### src/sv/tacu_pkg.sv
// Shared types and fixed constants for the tar archive entry counter.
package tacu_pkg;

  // Block geometry of a tar image.
  localparam int unsigned BLOCK_BYTES    = 512;
  localparam int unsigned BLOCK_IDX_BITS = $clog2(BLOCK_BYTES);
  localparam logic [BLOCK_IDX_BITS-1:0] BLOCK_LAST_IDX = BLOCK_IDX_BITS'(BLOCK_BYTES - 1);

  // Octal size field of a header block.
  localparam int unsigned SIZE_OFFSET = 124;
  localparam int unsigned SIZE_DIGITS = 11;
  localparam int unsigned SIZE_BITS   = 33;
  localparam logic [BLOCK_IDX_BITS-1:0] SIZE_FIRST_IDX = BLOCK_IDX_BITS'(SIZE_OFFSET);
  localparam logic [BLOCK_IDX_BITS-1:0] SIZE_LAST_IDX  =
    BLOCK_IDX_BITS'(SIZE_OFFSET + SIZE_DIGITS - 1);
  localparam logic [7:0] DIGIT_ZERO  = 8'h30;
  localparam logic [7:0] DIGIT_SEVEN = 8'h37;

  // Data blocks still to skip, minus one.
  localparam int unsigned SKIP_BITS = SIZE_BITS - BLOCK_IDX_BITS;

  // Width of the reported entry count.
  localparam int unsigned OUT_COUNT_BITS = 24;

  // One result word.
  typedef struct packed {
    logic [OUT_COUNT_BITS-1:0] entry_count;
    logic                      end_marker_found;
    logic                      count_saturated;
  } result_t;

endpackage

### src/sv/tacu_walker.sv
// Header walker: per-byte block tracking, size parsing and entry counting.
module tacu_walker import tacu_pkg::*; #(
  parameter int unsigned COUNT_BITS = 24
) (
  input  logic       clk,
  input  logic       rst_n,
  input  logic       step,
  input  logic [7:0] data_byte,
  input  logic       image_last,
  output result_t    result
);

  logic [BLOCK_IDX_BITS-1:0] byte_in_block_r, byte_in_block_nxt;
  logic                      in_data_phase_r, in_data_phase_nxt;
  logic [SKIP_BITS-1:0]      data_blocks_left_r, data_blocks_left_nxt;
  logic [SIZE_BITS-1:0]      size_acc_r, size_acc_nxt;
  logic                      size_stopped_r, size_stopped_nxt;
  logic                      block_zero_r, block_zero_nxt;
  logic                      pending_zero_r, pending_zero_nxt;
  logic                      archive_ended_r, archive_ended_nxt;
  logic [COUNT_BITS-1:0]     entries_r, entries_nxt;

  logic                      in_size_field;
  logic                      block_zero_now;
  logic [SIZE_BITS-1:0]      size_now;
  logic [SIZE_BITS-1:0]      size_less_one;
  logic [COUNT_BITS-1:0]     entries_inc1;
  logic [COUNT_BITS-1:0]     entries_inc2;
  logic [COUNT_BITS-1:0]     final_count;

  // Increment that stops at the all-ones value.
  function automatic logic [COUNT_BITS-1:0] sat_inc(input logic [COUNT_BITS-1:0] v);
    return (&v) ? v : v + 1'b1;
  endfunction

  // The size field is read only in a header block, up to the first non-octal byte.
  assign in_size_field = !in_data_phase_r && !size_stopped_r &&
                         (byte_in_block_r >= SIZE_FIRST_IDX) &&
                         (byte_in_block_r <= SIZE_LAST_IDX);

  // Zero flag and size value including the current byte.
  always_comb begin
    block_zero_now = block_zero_r && (data_byte == 8'h00);
    size_now       = size_acc_r;
    if (in_size_field && (data_byte inside {[DIGIT_ZERO:DIGIT_SEVEN]})) begin
      size_now = {size_acc_r[SIZE_BITS-4:0], data_byte[2:0]};
    end
  end

  assign size_less_one = size_now - 1'b1;
  assign entries_inc1  = sat_inc(entries_r);
  assign entries_inc2  = sat_inc(entries_inc1);

  // Next state for one byte, with end-of-block decisions on the block's last byte.
  always_comb begin
    byte_in_block_nxt    = byte_in_block_r;
    in_data_phase_nxt    = in_data_phase_r;
    data_blocks_left_nxt = data_blocks_left_r;
    size_acc_nxt         = size_acc_r;
    size_stopped_nxt     = size_stopped_r;
    block_zero_nxt       = block_zero_r;
    pending_zero_nxt     = pending_zero_r;
    archive_ended_nxt    = archive_ended_r;
    entries_nxt          = entries_r;

    if (!archive_ended_r) begin
      block_zero_nxt = block_zero_now;
      size_acc_nxt   = size_now;
      if (in_size_field && !(data_byte inside {[DIGIT_ZERO:DIGIT_SEVEN]})) begin
        size_stopped_nxt = 1'b1;
      end

      if (byte_in_block_r == BLOCK_LAST_IDX) begin
        if (in_data_phase_r) begin
          if (data_blocks_left_r == '0) begin
            in_data_phase_nxt = 1'b0;
          end else begin
            data_blocks_left_nxt = data_blocks_left_r - 1'b1;
          end
        end else if (pending_zero_r) begin
          if (block_zero_now) begin
            archive_ended_nxt = 1'b1;
          end else begin
            // The held zero block and this header both count.
            pending_zero_nxt = 1'b0;
            entries_nxt      = entries_inc2;
            if (size_now != '0) begin
              in_data_phase_nxt    = 1'b1;
              data_blocks_left_nxt = size_less_one[SIZE_BITS-1:BLOCK_IDX_BITS];
            end
          end
        end else if (block_zero_now) begin
          pending_zero_nxt = 1'b1;
        end else begin
          entries_nxt = entries_inc1;
          if (size_now != '0) begin
            in_data_phase_nxt    = 1'b1;
            data_blocks_left_nxt = size_less_one[SIZE_BITS-1:BLOCK_IDX_BITS];
          end
        end
        byte_in_block_nxt = '0;
        block_zero_nxt    = 1'b1;
        size_acc_nxt      = '0;
        size_stopped_nxt  = 1'b0;
      end else begin
        byte_in_block_nxt = byte_in_block_r + 1'b1;
      end
    end
  end

  // A pending zero block still counts when the image ends.
  assign final_count = (pending_zero_nxt && !archive_ended_nxt) ? sat_inc(entries_nxt)
                                                                 : entries_nxt;

  always_comb begin
    result.entry_count      = OUT_COUNT_BITS'(final_count);
    result.end_marker_found = archive_ended_nxt;
    result.count_saturated  = &final_count;
  end

  // Walker state; the last byte of an image returns it to the reset values.
  always_ff @(posedge clk) begin
    if (!rst_n || (step && image_last)) begin
      byte_in_block_r    <= '0;
      in_data_phase_r    <= 1'b0;
      data_blocks_left_r <= '0;
      size_acc_r         <= '0;
      size_stopped_r     <= 1'b0;
      block_zero_r       <= 1'b1;
      pending_zero_r     <= 1'b0;
      archive_ended_r    <= 1'b0;
      entries_r          <= '0;
    end else if (step) begin
      byte_in_block_r    <= byte_in_block_nxt;
      in_data_phase_r    <= in_data_phase_nxt;
      data_blocks_left_r <= data_blocks_left_nxt;
      size_acc_r         <= size_acc_nxt;
      size_stopped_r     <= size_stopped_nxt;
      block_zero_r       <= block_zero_nxt;
      pending_zero_r     <= pending_zero_nxt;
      archive_ended_r    <= archive_ended_nxt;
      entries_r          <= entries_nxt;
    end
  end

endmodule

### src/sv/tar_archive_entry_counter_unit.sv
// Top level of the tar archive entry counter: input register, walker and result register.
//
//   Channel | Ports                                                   | Word
//   --------+---------------------------------------------------------+---------------------------
//   in      | in_valid, in_stall, in_data_byte, in_image_last         | one image byte
//   out     | out_valid, out_stall, out_entry_count,                  | one result per image,
//           | out_end_marker_found, out_count_saturated               | after its last byte
//
// One byte word is taken every cycle while in_stall is low and waits in the input register;
// when it moves on, the walker steps and, on an image's last byte, the result register takes
// the word, so a result is offered from the result register once that byte leaves the input register.
// Short next-state logic in the walker sets the rate of one byte per cycle while nothing stalls.
// Reset is synchronous and clears the valid flags and all walker state.
// A result word held by out_stall keeps a byte in the input register from moving on, which raises in_stall.
module tar_archive_entry_counter_unit import tacu_pkg::*; #(
  parameter int unsigned COUNT_BITS = 24
) (
  input  logic                      clk,
  input  logic                      rst_n,
  input  logic                      in_valid,
  output logic                      in_stall,
  input  logic [7:0]                in_data_byte,
  input  logic                      in_image_last,
  output logic                      out_valid,
  input  logic                      out_stall,
  output logic [OUT_COUNT_BITS-1:0] out_entry_count,
  output logic                      out_end_marker_found,
  output logic                      out_count_saturated
);

  logic       in_valid_r;
  logic [7:0] data_byte_r;
  logic       image_last_r;
  logic       out_valid_r;
  result_t    result_r;
  result_t    result;
  logic       advance;

  // A held byte moves on when the result register is free or draining.
  assign advance  = in_valid_r && (!out_valid_r || !out_stall);
  assign in_stall = in_valid_r && !advance;

  // Input register.
  always_ff @(posedge clk) begin
    if (!rst_n) begin
      in_valid_r <= 1'b0;
    end else if (!in_stall) begin
      in_valid_r <= in_valid;
    end
  end

  always_ff @(posedge clk) begin
    if (in_valid && !in_stall) begin
      data_byte_r  <= in_data_byte;
      image_last_r <= in_image_last;
    end
  end

  tacu_walker #(
    .COUNT_BITS (COUNT_BITS)
  ) u_walker (
    .clk        (clk),
    .rst_n      (rst_n),
    .step       (advance),
    .data_byte  (data_byte_r),
    .image_last (image_last_r),
    .result     (result)
  );

  // Result register; only the last byte of an image produces a word.
  always_ff @(posedge clk) begin
    if (!rst_n) begin
      out_valid_r <= 1'b0;
    end else if (advance) begin
      out_valid_r <= image_last_r;
    end else if (!out_stall) begin
      out_valid_r <= 1'b0;
    end
  end

  always_ff @(posedge clk) begin
    if (advance && image_last_r) begin
      result_r <= result;
    end
  end

  assign out_valid            = out_valid_r;
  assign out_entry_count      = result_r.entry_count;
  assign out_end_marker_found = result_r.end_marker_found;
  assign out_count_saturated  = result_r.count_saturated;

endmodule
### config.mk
export PLATFORM = sky130hd
export DESIGN_NAME = tar_archive_entry_counter_unit
export DESIGN_NICKNAME = d
export VERILOG_FILES = /design/src/sv/tacu_pkg.sv /design/src/sv/tacu_walker.sv /design/src/sv/tar_archive_entry_counter_unit.sv
export SDC_FILE = /design/constraint.sdc
export NUM_CORES = 1
export LEC_CHECK = 0
export BUFFER_PORTS_ARGS = -buffer_cell sky130_fd_sc_hd__buf_2
export CORE_MARGIN = 3
export CORE_UTILIZATION = 65
export CTS_BUF_LIST = sky130_fd_sc_hd__clkbuf_2
export DETAILED_ROUTE_END_ITERATION = 10
export GPL_ROUTABILITY_DRIVEN = 1
export PLACE_DENSITY = 0.82
export SYNTH_ARGS = -nofsm -noshare
export SYNTH_HDL_FRONTEND = slang
export SYNTH_SLANG_ARGS = --single-unit
### constraint.sdc
create_clock -name clk -period 5.85 [get_ports clk]
set_input_delay 1.17 -clock clk [delete_from_list [all_inputs] [get_ports clk]]
set_output_delay 1.17 -clock clk [all_outputs]
set_load 0.05 [all_outputs]
==> reports/metrics.yaml <==
yosys:
  synth_top_area_frac: 0.204
  ys.flop_type: "dfxtp_1"
  async_reset_ff_frac: 0
  synth-seq-cells: 132
  syn_nets: 1219
  synth_edf_count: 35
  synthTopCellsByArea: "dfxtp_1, edfxtp_1, nor2_1"
  synth.distinct_cells: 100
  synth_area_sq_um: 9500
  yosys_warnings: 0
  yosysMostFrequentCell: "nor2_1"
  synth_area_per_cell_sq_um: 7.92
  syn_inst: 1199
  synth_commonest_cells: "nor2_1, nand2_1, dfxtp_1"
  seq_area_frac_synth: 0.315
  yosysTopAreaCell: "dfxtp_1"
timing:
  drv_slew: 0
  rsz0062_at_grt: "no"
  fmax_mhz: 178
  setup_viol: 0
  fin_crit_sh: 0.958
  fin_setup_tns_ps: 0
  final-hold-violation-count: 0
  tightest_slew_ps: 1120
  slew_headroom: 0.250
  min_period_ps: 5610
  hold-worst-slack_ps: 499
  fin_skew_ps: 33.4
final_layout:
  seq_area_sq_um: 2990
  drive_gt1_frac: 0.155
  final_util: 0.726
  fin_nets: 1244
  fin_cells: 1419
  multi_input_area_sq_um: 6080
  area_growth_pct: 7.68
  nFillCells: 1162
global_route:
  antenna_found_initial: 2
  grt_pass1_wl_mm: 45.5
  overflow: 0
  grt_pass1_vias: 8703
  grt_max_degree: 57
  track_usage: 0.353
floorplan:
  die_h_um: 127
  pin_count: 41
  dieArea_sq_um: 16100
  die_x_um: 127
  coreArea_sq_um: 14100
  rows: 43
  initial_utilization: 0.674
outcome:
  status: "finished clean"
worst_setup_path:
  crit_fanout: 13
  reg2reg_from: "u_walker.entries_r[18]$_SDFFE_PP0P_"
  required_ps: 6420
  endpoint_kind: "flip-flop"
  endpoint: "out_count_saturated$_DFFE_PP_"
  crit_start: "u_walker.entries_r[18]$_SDFFE_PP0P_"
  critPathKind: "reg -> reg"
  r2r_cells: 20
  cp-start-kind: "flip-flop"
  timing.rr.end: "out_count_saturated$_DFFE_PP_"
  r2r_setup_slack_ps: 240
  arrival_ps: 6180
worst_hold_path:
  hp-class: "reg -> reg"
clock_network:
  htree_levels: 4
  cts_tree: "yes"
  post-cts-setup-buffers: 0
  clk_path_buf_depth: 2
  cts_sinks: 132
  insertion_delay_ps: 740
  cts-root-buf: "clkbuf_2"
  cts_buffers: 17
  holdBufCountCts: 0
  cts_resized: 0
  clkTransAtPathRegs_ps: 240
route:
  vias_per_cell: 6.84
  dr.pass1.iters: 6
  vias: 9701
  wl_mm: 28.7
  wl_per_cell_um: 20.2
  drc: 0
  ant_nets: 0
  initialDrtViolationCount: 1546
power:
  pwr-share-clk: 0.371
  power.density_nw_per_um2: 173
  pwr-share-comb: 0.080
  swShare: 0.294
  leakage_nw: 3.57
  ir_drop_mv: 0.158
  power_switching_mw: 0.520
  p_int_mw: 1.25
  seq_power_share: 0.549
placed_design:
  port_buffers: 40
  dp.cells: 1385
  gp_congestion: 1.04
  dpl.hpwl_mm: 20.7
run:
  max_cap_viol_count: 0
[worst max-delay path: stages (launching register included)]
cell and delay (ps):
dfxtp_1 610, and3_1 290, nand4_1 180, buf_4 200
nor4_1 530, o21ai_1 260, a2111o_1 500, nor2_4 150
a21oi_1 80, or4_1 440, and2_1 210, inv_1 110
ha_1 180, and3_4 190, and2_1 140, and4_2 350
nand2_4 150, and3_1 250, xor2_1 200, nand4_1 140
nor4_2 270
[sequential cells by signal (all words and copies together), names as in the netlist, 8 cells and up]
register and count:
u_walker.size_acc_r 33, out_entry_count 24, u_walker.data_blocks_left_r 24, u_walker.entries_r 24, u_walker.byte_in_block_r 9, data_byte_r 8
[how the worst min path moves through the flow]
stage / endpoint / slack, ps / cells past startpoint / startpoint
3_5_place_dp: u_walker.size_stopped_r$_SDFFE_PP0P_ / 470 / 2 / u_walker.size_stopped_r$_SDFFE_PP0P_
3_3_place_gp: u_walker.size_stopped_r$_SDFFE_PP0P_ / 450 / 2 / u_walker.size_stopped_r$_SDFFE_PP0P_
4_1_cts: u_walker.data_blocks_left_r[23]$_SDFFE_PP0P_ / 500 / 2 / u_walker.data_blocks_left_r[23]$_SDFFE_PP0P_
2_1_floorplan: u_walker.size_stopped_r$_SDFFE_PP0P_ / 440 / 2 / u_walker.size_stopped_r$_SDFFE_PP0P_
6_report: u_walker.byte_in_block_r[8]$_SDFFE_PP0P_ / 500 / 2 / u_walker.byte_in_block_r[8]$_SDFFE_PP0P_
5_1_grt: data_byte_r[0]$_DFFE_PP_ / 520 / 1 / in_data_byte[0]
[cell families after synthesis]
family                   after synthesis  share of synthesized area
adder cells (fa/ha/maj)                7                    0.00922
XOR/XNOR                              67                     0.0625
flip-flops                           132                      0.315
buffers and inverters                103                     0.0502
AND/OR/NAND/NOR                      550                      0.303
AO/OA/AOI/OAI                        314                      0.232
multiplexers                          26                     0.0279
[layout by cell type, fill, tap and decap left out, types with 6 or more instances in the layout]
| master | n |
|---|---|
| a211oi_1 | 27 |
| nor4_1 | 12 |
| nand2b_1 | 8 |
| o2111ai_1 | 6 |
| o21a_1 | 9 |
| nor2_1 | 139 |
| or3_1 | 20 |
| o211ai_1 | 8 |
| and3_1 | 12 |
| edfxtp_1 | 35 |
| nand2_1 | 120 |
| a31oi_1 | 12 |
| nand4_1 | 27 |
| o21ai_0 | 55 |
| xor2_1 | 29 |
| nand3_1 | 68 |
| nor3b_1 | 14 |
| nor3_1 | 43 |
| inv_1 | 18 |
| and2_1 | 15 |
| mux2i_1 | 22 |
| xnor2_1 | 37 |
| o31ai_1 | 8 |
| ha_1 | 7 |
| buf_2 | 40 |
| dfxtp_1 | 96 |
| buf_4 | 51 |
| clkbuf_2 | 17 |
| nor2b_1 | 10 |
| a22oi_1 | 36 |
| o22ai_1 | 6 |
| a21oi_1 | 72 |
| and4_1 | 8 |
[power groups by stage]
stage	combinational [mW]	sequential (mW)	clock, mW
3_3_place_gp	0.136	0.987	0
5_1_grt	0.153	0.972	0.690
3_5_place_dp	0.138	0.988	0
6_report	0.142	0.970	0.656
2_1_floorplan	0.0862	0.995	0
4_1_cts	0.138	0.969	0.653
[metal layers]
layer  share of wire  vias to the layer above  global-route usage
met5         0.00024                        -                   0
met4           0.035                        2               0.124
met3            0.11                       96              0.0838
met2            0.43                      575               0.524
met1            0.43                     4528               0.504
li1                -                     4500                   -
[through the flow]
step / cell area (sq um) / power [mW] / setup WS (ps)
3_5_place_dp: 9920 / 1.13 / 171
2_1_floorplan: 9500 / 1.08 / 487
6_report: 10200 / 1.77 / 244
4_1_cts: 10200 / 1.76 / 164
5_1_grt: 10200 / 1.81 / 0.671
3_3_place_gp: 9920 / 1.12 / 493
[cell type report]
class,instances,area share
Timing Repair Buffer,91,0.0570
Antenna cell,2,0.000489
Inverter,18,0.00660
Tap cell,180,0.0220
Clock inverter,15,0.0187
Sequential cell,132,0.293
Clock buffer,17,0.00832
Multi-Input combinational cell,964,0.594
Power figures use the tool's default switching activity.
